==> src/hdl/dnle_pkg.sv <==
// Shared constants and types for the DNS name label encoder.
`timescale 1ns / 1ps
`default_nettype none
package dnle_pkg;

  localparam int LABEL_MAX = 62;
  localparam int NAME_MAX  = 255;

  // label character count / store index width
  localparam int CNT_W  = $clog2(LABEL_MAX + 1);
  localparam int LEN_W  = 9;
  localparam int ADDR_W = CNT_W + 1;

  localparam logic [7:0] CH_DOT = 8'h2E;
  localparam logic [7:0] CH_NUL = 8'h00;

  localparam logic [1:0] ERR_OK    = 2'd0;
  localparam logic [1:0] ERR_LABEL = 2'd1;
  localparam logic [1:0] ERR_NAME  = 2'd2;

  typedef struct packed {
    logic              en;
    logic [ADDR_W-1:0] addr;
    logic [7:0]        data;
  } mem_wr_t;

  typedef struct packed {
    logic             has_label;
    logic [CNT_W-1:0] n;
    logic             bank;
    logic             term;
    logic [LEN_W-1:0] enc_len;
    logic [1:0]       err;
  } cmd_t;

endpackage
`default_nettype wire

==> src/hdl/dnle_front.sv <==
// Front end: accepts characters, buffers labels and issues replay commands.
`timescale 1ns / 1ps
`default_nettype none
module dnle_front (
  input  wire                    clk,
  input  wire                    rst_n,
  input  wire                    in_valid,
  output logic                   in_stall,
  input  wire  [7:0]             in_char_in,
  input  wire                    in_end_of_name,
  input  wire                    busy,
  output dnle_pkg::mem_wr_t      mem_wr,
  output logic                   cmd_push,
  output dnle_pkg::cmd_t         cmd_data
);
  import dnle_pkg::*;

  logic [CNT_W-1:0] label_cnt_r, label_cnt_nxt;
  logic [LEN_W-1:0] name_cnt_r, name_cnt_nxt;
  logic [1:0]       err_r, err_nxt;
  logic             bank_r, bank_nxt;

  logic             closer, accept, drop, cut;
  logic [LEN_W-1:0] room, room_m1, label_ext, n9, name_after;
  logic [1:0]       err_close;

  assign closer   = in_end_of_name || in_char_in == CH_DOT || in_char_in == CH_NUL;
  // a closing word waits until the previous label has been replayed
  assign in_stall = closer && busy;
  assign accept   = in_valid && !in_stall;

  always_comb begin
    room       = LEN_W'(NAME_MAX - 1) - name_cnt_r;
    room_m1    = room - 1'b1;
    label_ext  = LEN_W'(label_cnt_r);
    drop       = (room == '0);
    cut        = !drop && (label_ext > room_m1);
    n9         = cut ? room_m1 : label_ext;
    name_after = drop ? name_cnt_r : name_cnt_r + n9 + 1'b1;
    err_close  = (drop || cut) ? ERR_NAME : err_r;
  end

  always_comb begin
    label_cnt_nxt = label_cnt_r;
    name_cnt_nxt  = name_cnt_r;
    err_nxt       = err_r;
    bank_nxt      = bank_r;
    mem_wr.en     = 1'b0;
    mem_wr.addr   = {bank_r, label_cnt_r};
    mem_wr.data   = in_char_in;
    cmd_push      = 1'b0;
    cmd_data.has_label = !drop;
    cmd_data.n         = CNT_W'(n9);
    cmd_data.bank      = bank_r;
    cmd_data.term      = in_end_of_name;
    cmd_data.enc_len   = name_after + 1'b1;
    cmd_data.err       = err_close;
    if (accept) begin
      if (closer) begin
        cmd_push      = in_end_of_name || !drop;
        label_cnt_nxt = '0;
        bank_nxt      = !bank_r;
        if (in_end_of_name) begin
          name_cnt_nxt = '0;
          err_nxt      = ERR_OK;
        end else begin
          name_cnt_nxt = name_after;
          err_nxt      = err_close;
        end
      end else if (label_cnt_r < CNT_W'(LABEL_MAX)) begin
        mem_wr.en     = 1'b1;
        label_cnt_nxt = label_cnt_r + 1'b1;
      end else if (err_r < ERR_LABEL) begin
        err_nxt = ERR_LABEL;
      end
    end
  end

  always_ff @(posedge clk) begin
    if (!rst_n) begin
      label_cnt_r <= '0;
      name_cnt_r  <= '0;
      err_r       <= ERR_OK;
      bank_r      <= 1'b0;
    end else begin
      label_cnt_r <= label_cnt_nxt;
      name_cnt_r  <= name_cnt_nxt;
      err_r       <= err_nxt;
      bank_r      <= bank_nxt;
    end
  end

endmodule
`default_nettype wire

==> src/hdl/dnle_cmd_fifo.sv <==
// Two-entry command queue between front and back.
`timescale 1ns / 1ps
`default_nettype none
module dnle_cmd_fifo (
  input  wire             clk,
  input  wire             rst_n,
  input  wire             push,
  input  dnle_pkg::cmd_t  push_data,
  input  wire             pop,
  output dnle_pkg::cmd_t  pop_data,
  output logic            empty
);
  import dnle_pkg::*;

  cmd_t       slot_r [2];
  logic       wr_ptr_r, rd_ptr_r;
  logic [1:0] cnt_r, cnt_nxt;
  logic       do_push, do_pop;

  assign empty    = (cnt_r == 2'd0);
  assign do_push  = push && (cnt_r != 2'd2);
  assign do_pop   = pop && !empty;
  assign pop_data = slot_r[rd_ptr_r];

  always_comb begin
    cnt_nxt = cnt_r;
    if (do_push && !do_pop) cnt_nxt = cnt_r + 2'd1;
    else if (do_pop && !do_push) cnt_nxt = cnt_r - 2'd1;
  end

  always_ff @(posedge clk) begin
    if (do_push) slot_r[wr_ptr_r] <= push_data;
  end

  always_ff @(posedge clk) begin
    if (!rst_n) begin
      wr_ptr_r <= 1'b0;
      rd_ptr_r <= 1'b0;
      cnt_r    <= 2'd0;
    end else begin
      if (do_push) wr_ptr_r <= !wr_ptr_r;
      if (do_pop)  rd_ptr_r <= !rd_ptr_r;
      cnt_r <= cnt_nxt;
    end
  end

endmodule
`default_nettype wire

==> src/hdl/dnle_back.sv <==
// Back end: label store and replay sequencer with registered output.
`timescale 1ns / 1ps
`default_nettype none
module dnle_back (
  input  wire                    clk,
  input  wire                    rst_n,
  input  dnle_pkg::mem_wr_t      mem_wr,
  input  wire                    fifo_empty,
  input  dnle_pkg::cmd_t         fifo_cmd,
  output logic                   fifo_pop,
  output logic                   back_busy,
  output logic                   out_valid,
  input  wire                    out_stall,
  output logic [7:0]             out_byte,
  output logic                   out_run_last,
  output logic                   out_name_done,
  output logic [8:0]             out_encoded_length,
  output logic [1:0]             out_error_code
);
  import dnle_pkg::*;

  localparam logic [1:0] ST_IDLE = 2'd0;
  localparam logic [1:0] ST_LEN  = 2'd1;
  localparam logic [1:0] ST_DATA = 2'd2;
  localparam logic [1:0] ST_TERM = 2'd3;

  logic [7:0] store [2**ADDR_W];
  logic [7:0] rd_data_r;

  logic [1:0]       state_r, state_nxt;
  cmd_t             cmd_r, cmd_nxt;
  logic [CNT_W-1:0] idx_r, idx_nxt;
  logic             load, emit, at_end;
  logic [7:0]       byte_v;
  logic             last_v, done_v;
  logic [LEN_W-1:0] len_v;
  logic [1:0]       err_v;
  logic             out_valid_r;
  logic [7:0]       out_byte_r;
  logic             out_last_r, out_done_r;
  logic [LEN_W-1:0] out_len_r;
  logic [1:0]       out_err_r;

  assign load      = !out_valid_r || !out_stall;
  assign back_busy = (state_r != ST_IDLE);
  assign at_end    = (idx_r == CNT_W'(cmd_r.n - 1'b1));

  always_comb begin
    state_nxt = state_r;
    cmd_nxt   = cmd_r;
    idx_nxt   = idx_r;
    fifo_pop  = 1'b0;
    emit      = 1'b0;
    byte_v    = 8'h00;
    last_v    = 1'b0;
    done_v    = 1'b0;
    len_v     = '0;
    err_v     = ERR_OK;
    unique case (state_r)
      ST_IDLE: begin
        if (!fifo_empty) begin
          fifo_pop  = 1'b1;
          cmd_nxt   = fifo_cmd;
          idx_nxt   = '0;
          state_nxt = fifo_cmd.has_label ? ST_LEN : ST_TERM;
        end
      end
      ST_LEN: begin
        if (load) begin
          emit   = 1'b1;
          byte_v = 8'(cmd_r.n);
          last_v = (cmd_r.n == '0) && !cmd_r.term;
          if (cmd_r.n != '0) state_nxt = ST_DATA;
          else state_nxt = cmd_r.term ? ST_TERM : ST_IDLE;
        end
      end
      ST_DATA: begin
        if (load) begin
          emit    = 1'b1;
          byte_v  = rd_data_r;
          last_v  = at_end && !cmd_r.term;
          idx_nxt = idx_r + 1'b1;
          if (at_end) state_nxt = cmd_r.term ? ST_TERM : ST_IDLE;
        end
      end
      ST_TERM: begin
        if (load) begin
          emit      = 1'b1;
          byte_v    = 8'h00;
          last_v    = 1'b1;
          done_v    = 1'b1;
          len_v     = cmd_r.enc_len;
          err_v     = cmd_r.err;
          state_nxt = ST_IDLE;
        end
      end
      default: state_nxt = ST_IDLE;
    endcase
  end

  // read address follows the next index so rd_data_r matches idx_r
  always_ff @(posedge clk) begin
    if (mem_wr.en) store[mem_wr.addr] <= mem_wr.data;
  end

  always_ff @(posedge clk) begin
    rd_data_r <= store[{cmd_nxt.bank, idx_nxt}];
  end

  always_ff @(posedge clk) begin
    cmd_r <= cmd_nxt;
    idx_r <= idx_nxt;
    if (load) begin
      out_byte_r <= byte_v;
      out_last_r <= last_v;
      out_done_r <= done_v;
      out_len_r  <= len_v;
      out_err_r  <= err_v;
    end
  end

  always_ff @(posedge clk) begin
    if (!rst_n) begin
      state_r     <= ST_IDLE;
      out_valid_r <= 1'b0;
    end else begin
      state_r <= state_nxt;
      if (load) out_valid_r <= emit;
    end
  end

  assign out_valid          = out_valid_r;
  assign out_byte           = out_byte_r;
  assign out_run_last       = out_last_r;
  assign out_name_done      = out_done_r;
  assign out_encoded_length = out_len_r;
  assign out_error_code     = out_err_r;

endmodule
`default_nettype wire

==> src/hdl/dns_name_label_encoder.sv <==
// DNS name label encoder: top level.
//
// Input channel (in_valid / in_stall): one word per host name character,
// or an end-of-name word. Ordinary characters are written into a two-bank
// label store and are taken one per cycle, with no result.
// A dot, a zero character or an end-of-name word closes the label; the
// front queues a replay command and the back emits the length byte, the
// label characters and, at end of name, the terminator with the encoded
// length and error code.
// Output channel (out_valid / out_stall): one encoded byte per word,
// out_run_last on the last word caused by an input word.
// A closing word's command passes through the queue to the back, which
// then emits one byte per cycle while out_stall is low, and passes
// through idle before the next label's length byte.
// A closing word is stalled while an earlier label is still queued or
// being replayed; characters of the next label go to the other bank
// meanwhile, so the replay sets the rate.
// When out_stall is high the output word holds and the replay waits.
// Synchronous reset clears counts, flags, the queue and out_valid; the
// label store is not cleared.
`timescale 1ns / 1ps
`default_nettype none
module dns_name_label_encoder (
  input  wire        clk,
  input  wire        rst_n,
  input  wire        in_valid,
  output logic       in_stall,
  input  wire  [7:0] in_char_in,
  input  wire        in_end_of_name,
  output logic       out_valid,
  input  wire        out_stall,
  output logic [7:0] out_byte,
  output logic       out_run_last,
  output logic       out_name_done,
  output logic [8:0] out_encoded_length,
  output logic [1:0] out_error_code
);
  import dnle_pkg::*;

  mem_wr_t mem_wr;
  cmd_t    push_cmd, pop_cmd;
  logic    cmd_push, fifo_pop, fifo_empty, back_busy, busy;

  assign busy = !fifo_empty || back_busy;

  dnle_front u_front (
    .clk            (clk),
    .rst_n          (rst_n),
    .in_valid       (in_valid),
    .in_stall       (in_stall),
    .in_char_in     (in_char_in),
    .in_end_of_name (in_end_of_name),
    .busy           (busy),
    .mem_wr         (mem_wr),
    .cmd_push       (cmd_push),
    .cmd_data       (push_cmd)
  );

  dnle_cmd_fifo u_fifo (
    .clk       (clk),
    .rst_n     (rst_n),
    .push      (cmd_push),
    .push_data (push_cmd),
    .pop       (fifo_pop),
    .pop_data  (pop_cmd),
    .empty     (fifo_empty)
  );

  dnle_back u_back (
    .clk                (clk),
    .rst_n              (rst_n),
    .mem_wr             (mem_wr),
    .fifo_empty         (fifo_empty),
    .fifo_cmd           (pop_cmd),
    .fifo_pop           (fifo_pop),
    .back_busy          (back_busy),
    .out_valid          (out_valid),
    .out_stall          (out_stall),
    .out_byte           (out_byte),
    .out_run_last       (out_run_last),
    .out_name_done      (out_name_done),
    .out_encoded_length (out_encoded_length),
    .out_error_code     (out_error_code)
  );

endmodule
`default_nettype wire
==> config.mk <==
export PLATFORM = sky130hd
export DESIGN_NAME = dns_name_label_encoder
export DESIGN_NICKNAME = d
export VERILOG_FILES = /design/src/hdl/dnle_pkg.sv /design/src/hdl/dnle_front.sv /design/src/hdl/dnle_cmd_fifo.sv /design/src/hdl/dnle_back.sv /design/src/hdl/dns_name_label_encoder.sv
export SDC_FILE = /design/constraint.sdc
export NUM_CORES = 2
export LEC_CHECK = 0
export BUFFER_PORTS_ARGS = -buffer_cell sky130_fd_sc_hd__buf_2
export CORE_UTILIZATION = 43
export CTS_CLUSTER_DIAMETER = 120
export DETAILED_ROUTE_END_ITERATION = 12
export HOLD_SLACK_MARGIN = 0.1
export SYNTH_ARGS = -nofsm -noshare
export SYNTH_HDL_FRONTEND = slang
export SYNTH_HIERARCHICAL = 1
export SYNTH_SLANG_ARGS = --single-unit
==> constraint.sdc <==
create_clock -name clk -period 7.8 [get_ports clk]
set_input_delay 0.78 -clock clk [delete_from_list [all_inputs] [get_ports clk]]
set_output_delay 0.78 -clock clk [all_outputs]
set_load 0.05 [all_outputs]
* Word level (Yosys, flattened, before mapping)
Memory sizes are Yosys's and may differ from the RTL's. A register that Yosys moved wholly into a read port is not among the register bits.
Cells that the tools add are included.
** Operators by class
- Add/subtract/negate cells :: 10
- Multiply operators :: 0
- Divide/modulo/power cells :: 0
- Magnitude comparators :: 3
- Eq/ne operators :: 12
- Shift operators :: 0
- Multiplexer cells :: 43
- Bitwise operators :: 1
- Reductions and logical operators :: 42
** Operators with widths (number)
- 2-bit 2-to-1 mux :: 15
- 9-bit 2-to-1 mux :: 3
- 13-bit 2-to-1 mux :: 2
- 6-bit 2-to-1 mux :: 4
- 9-bit by 1-bit adder with 9-bit output (second input constant) :: 2
- 8-bit case mux with 2 select lines :: 1
- 1-bit 2-to-1 mux :: 15
- 6-bit by 1-bit adder with 6-bit output (second input constant) :: 2
- 6-bit case mux with 2 select lines :: 1
- 1-bit logical NOT :: 11
- 2-bit by 1-bit inequality test with 1-bit output (second input constant) :: 5
- 9-bit adder :: 1
- 6-bit by 9-bit > comparator with 1-bit output :: 1
- 1-bit logical AND :: 9
- 9-bit logical NOT :: 1
- 8-bit by 9-bit subtractor with 9-bit output (first input constant) :: 1
- 9-bit by 1-bit subtractor with 9-bit output (second input constant) :: 1
- 8-bit by 6-bit == test with 1-bit output (second input constant) :: 1
- 8-bit logical NOT :: 1
- 2-bit case mux with 4 select lines :: 1
- 2-bit nonzero test :: 4
- 6-bit == test :: 1
- 6-bit logical NOT :: 1
- 1-bit logical OR :: 6
- 16 further kinds :: 21
** Storage, ports and cells
- Register bits :: 71
- Bits in latches :: 0
- Memory bits (writable) :: 1064
- ROM bits :: 0
- Input port bits :: 13
- Output and inout bits :: 23
- Logic and storage cells :: 133
- Memories kept :: 2
** Memory list
- u_back.store :: depth 128, width 8, rd ports 1, clocked after memory_dff 1, wr ports 1, RTL line dnle_back.sv:27 : logic [7:0] store [2**ADDR_W];
- u_fifo.slot_r :: depth 2, width 20, rd ports 1, clocked after memory_dff 1, wr ports 1, RTL line dnle_cmd_fifo.sv:15 : cmd_t slot_r [2];

* Depth between registers and ports, before layout
- Depth in word-level cells :: 12
- Mapped depth :: 25
- Gate-level depth less buffers :: 24

* Hierarchy
The synthesis kept the hierarchy.
** By module, submodules not included
- dnle_back :: instances 1, cells each 3155, area each 43461.7 um^2, sequential area each 32281.0 um^2
- dnle_front :: instances 1, cells each 285, area each 2139.6 um^2, sequential area each 360.3 um^2
- dnle_cmd_fifo :: instances 1, cells each 88, area each 1666.6 um^2, sequential area each 1301.2 um^2
- dns_name_label_encoder :: instances 1, cells each 1, area each 6.3 um^2, sequential area each 0.0 um^2

* Least setup slack after synthesis
No wires, ideal clock.
- Path kind :: register -> register
- Start point :: register u_front.name_cnt_r[0]
- End point :: memory u_fifo/slot_r[0][10] in the netlist's numbering (data pin)
- Setup time :: 0.261 ns
- Arrival time :: 4.790 ns
- Data required time :: 7.539 ns
- Slack :: 2.749 ns
- Stages on the path, launching flop included :: 26
- Path buffers :: 2
- Period minus slack after synthesis :: 5.051 ns
- Cells stage by stage :: dfxtp_1 -> buf_4 -> inv_1 -> ha_1 -> xor2_1 -> ha_1 -> nor2b_1 -> o21a_1 -> o21a_1 -> o21a_1 -> o21a_1 -> o211ai_1 -> clkbuf_1 -> o21a_1 -> ha_1 -> inv_1 -> fa_1 -> nand2_1 -> nand2_1 -> ha_1 -> and2_1 -> and4_1 -> and2_1 -> o21ai_0 -> mux2i_1 -> o2bb2ai_2
** RTL lines
- start, declared :: RTL line dnle_front.sv:19 : logic [LEN_W-1:0] name_cnt_r, name_cnt_nxt;
- start signal, assigned :: RTL line dnle_front.sv:87 : name_cnt_r <= name_cnt_nxt;
- end, declared :: RTL line dnle_cmd_fifo.sv:15

==> impl_metrics.py <==
metrics = {
    "floorplanning": {
        "io_pins": 36,
        "core-area_um2": 109000,
        "start_util_pct": 43.4,
        "die-area_um2": 111000,
        "die_h_um": 334,
        "rows": 121,
        "die_w_um": 334,
    },
    "grt": {
        "antenna_found_initial": 1,
        "grt_pass1_vias": 28300,
        "grt-ovfl-total": 0,
        "grt_first_pass_wirelength_um": 186000,
        "grt_max_degree": 141,
        "grt_use_total_pct": 22.3,
    },
    "worst_hold_path": {
        "worstHoldStart": "in_end_of_name",
        "hold_depth": 2,
        "hold_path_end": "u_front/err_r[0]$_SDFFE_PN0P_",
        "hp-class": "in2reg",
    },
    "cts": {
        "cts_hold_buffers": 0,
        "clock-sinks": 1144,
        "cts_buffers": 116,
        "clk_pin_slew_worst_paths_ns": 0.06,
        "cts_root_buf": "clkbuf_16",
        "h-tree-depth": 3,
        "clk_path_buf_depth": 3,
        "cts_tree": "done",
        "postCtsSetupBuffers": 0,
        "clk_latency_ns": 0.73,
        "cts_resized": 0,
    },
    "detailed_routing": {
        "final_antenna_net_count": 0,
        "num_vias": 29700,
        "drt_pass1_iterations": 6,
        "drcViolationCount": 0,
        "vias_per_cell": 5.93,
        "drt-total-wl_um": 126000,
        "wl_per_cell_um": 25.2,
        "first_iter_violations": 3322,
    },
    "final_layout": {
        "nets": 3544,
        "post-route-cell-area_um2": 52300,
        "final_util_pct": 48.1,
        "diodes": 0,
        "area_delta_synth_final_pct": 10.7,
        "final_cell_count_no_fill": 5004,
        "drive_above_1_share_pct": 8.36,
    },
    "timing": {
        "setup_slack_ns": 1.79,
        "min_period_ns": 6.01,
        "drv_slew": 0,
        "fmax_mhz": 166,
        "hold_slack_ns": 0.444,
        "fin_crit_sh_pct": 77.1,
        "rsz0062_at_grt": "no",
        "finalSetupViolCount": 0,
        "finalClockSkew_ns": 0.0323,
        "hold_viol": 0,
        "relSlewSlack_pct": 14.0,
        "worst_pin_slew_ns": 1.28,
        "fin_tns_setup_ns": 0,
    },
    "critical_path": {
        "crit_arrival_ns": 6.46,
        "r2r_start": "u_front/name_cnt_r[0]$_SDFFE_PN0P_",
        "r2r_end": "u_fifo/slot_r[0][10]$_DFFE_PP_",
        "r2r_slack_ns": 1.79,
        "critPathMaxFanout": 16,
        "r2r_cells": 20,
        "worstSetupStartpointType": "flop",
        "crit_type": "reg2reg",
        "cp-end-kind": "flop",
        "critPathRequiredTime_ns": 8.25,
    },
    "power_and_ir_drop": {
        "switching_power_mw": 7.08,
        "clockPowerShare_pct": 28.4,
        "p_leak_nw": 17.5,
        "finalPower_mw": 18.8,
        "power_density_nw_per_um2": 360,
        "ir_worst_vdd_uv": 276,
        "p_seq_share_pct": 37.2,
        "power_switching_share_pct": 37.6,
        "intPower_mw": 11.7,
        "combinationalPowerShare_pct": 34.4,
    },
    "place": {
        "hpwl_um": 72200,
        "io_buffer_count": 35,
        "dpl_cell_area_um2": 48700,
        "pre_cts_ws_ns": 1.87,
        "dp_cells": 4798,
        "gp_congestion": 0.841,
    },
    "synth": {
        "synth_seq_cells": 1144,
        "ys.flop_type": "edfxtp_1",
        "syn_avg_cell_area_um2": 13.4,
        "synthTopCellsByArea": "edfxtp_1 (70%), nand2_1 (5.9%), and3_1 (2.8%)",
        "synth_area_um2": 47300,
        "synthDistinctLibCells": 85,
        "synth.top_cell.area_share_pct": 70.1,
        "yosys_warnings": 6,
        "synthArstFlopShare_pct": 0,
        "postSynthCellCount": 3529,
        "yosysTopAreaCell": "edfxtp_1",
        "synth_edf_count": 1103,
        "seq_area_frac_synth_pct": 71.8,
    },
    "run": {
        "drv_cap": 0,
    },
    "outcome": {
        "status": "finished, final reports clean",
    },
}
[kinds of logic (layout without fill, tap and decap cells)]
group	Yosys count	count (layout)	synth area share, %
fa+ha+maj	29	29	0.783
flops	1144	1144	71.8
compound gates	636	636	9.94
mux	65	65	1.44
simple gates	1347	1347	12.8
buf+inv	274	334	2.62
other cells	1	2	0.00793
xor+xnor	33	33	0.611
[how the worst max path moves through the flow]
stage	startpoint	end	cells past startpoint
6_report	u_front/name_cnt_r[0]$_SDFFE_PN0P_	u_fifo/slot_r[0][10]$_DFFE_PP_	20
5_1_grt	u_front/name_cnt_r[0]$_SDFFE_PN0P_	u_fifo/slot_r[0][10]$_DFFE_PP_	20
4_1_cts	u_front/name_cnt_r[0]$_SDFFE_PN0P_	u_fifo/slot_r[1][10]$_DFFE_PP_	20
3_5_place_dp	u_front/name_cnt_r[0]$_SDFFE_PN0P_	u_fifo/slot_r[1][10]$_DFFE_PP_	20
3_3_place_gp	u_front/name_cnt_r[0]$_SDFFE_PN0P_	u_fifo/slot_r[0][10]$_DFFE_PP_	20
2_1_floorplan	u_front/name_cnt_r[0]$_SDFFE_PN0P_	u_fifo/slot_r[0][10]$_DFFE_PP_	25
[critical path, cell delays in order, from the launching register on]
cell,delay (ns)
dfxtp_1,0.54
inv_1,0.16
ha_1,0.36
xor2_1,0.17
ha_1,0.30
nor2b_1,0.14
o21a_1,0.16
o21a_1,0.17
o21a_1,0.16
o21a_1,0.16
o211ai_1,0.74
o21ai_0,0.38
ha_1,0.30
or2_1,0.26
o21a_1,0.18
o311ai_1,0.64
and4_1,0.36
and2_1,0.16
o211ai_1,0.10
xor2_1,0.19
o2bb2ai_2,0.15
[synthesized netlist by cell type, types with 16 or more instances]
library cell and number:
ha_1 28, xnor2_1 16, dfxtp_1 41, mux2i_1 42, nand2_1 746, inv_1 26
edfxtp_1 1103, xor2_1 17, a211oi_1 145, buf_4 18, and3_1 208, a21oi_1 65
buf_1 22, nor2b_1 19, and2_1 20, a311oi_1 143, buf_2 88, clkbuf_1 110
nor3_1 26, nor2_1 160, mux2_2 22, nor4_1 16, o21ai_0 80, nand3_1 97
a221oi_1 16, a31oi_1 70
[cell type report]
class	count	area, µm²
clock buffer	164	3180
clock inverter	42	420
multi-input combinational	2112	12100
timing repair buffer	96	728
sequential	1144	33900
fill	9334	56500
inverter	32	139
tap	1414	1770
[sequential cells by signal, indices dropped and copies added (netlist names), named ones only]
name and count:
u_back/out_run_last 1, u_back/state_r 2, u_back/out_valid 1, u_back/store 1024, u_fifo/slot_r 40, u_back/out_error_code 2, u_fifo/rd_ptr_r 1, u_front/err_r 2
u_back/idx_r 6, u_back/cmd_r 19, u_front/name_cnt_r 9, u_back/out_name_done 1, u_fifo/cnt_r 2, u_back/rd_data_r 8, u_back/out_encoded_length 9, u_front/bank_r 1
u_front/label_cnt_r 6, u_back/out_byte 8, u_fifo/wr_ptr_r 1
[metal layers]
metal / vias to the layer above / wire [µm] / global-route usage (%)
met4: 0 / 3710 / 7.54
li1: 13400 / - / -
met2: 1099 / 59400 / 35.4
met5: - / 0 / 0
met3: 209 / 9020 / 3.56
met1: 15000 / 54000 / 31.3
[power groups by stage]
stage               Combinational (mW)  Sequential [mW]  Clock [mW]
global placement                  6.39             7.13           0
CTS                               6.45             7.00        5.42
global route                      6.92             7.01        5.64
finish                            6.49             7.00        5.34
floorplan                         4.11             7.18           0
detailed placement                6.43             7.13           0
[cell usage in the layout, fill, tap and decap left out, types with 8 or more instances in the layout]
cell and count:
clkbuf_8 8, a211oi_1 145, a31oi_1 70, a22oi_1 13
o21ai_0 80, and2_1 20, xor2_1 17, nor3_1 26
o221ai_1 10, and3_1 207, clkinv_2 11, dfxtp_1 41
ha_1 28, clkbuf_1 39, nand3_1 95, nand2_1 746
buf_4 63, mux2_2 22, a21oi_1 65, mux2i_1 42
or3_1 10, xnor2_1 16, inv_1 26, edfxtp_1 1103
o21a_1 9, clkinv_1 18, a311o_1 14, o2111ai_1 10
nor2b_1 19, nor2_1 159, buf_2 27, clkbuf_16 117
a311oi_1 143, nor4_1 15, nand2b_1 9, a221oi_1 16
nand4_1 10
(Power assumes the default switching activity.)
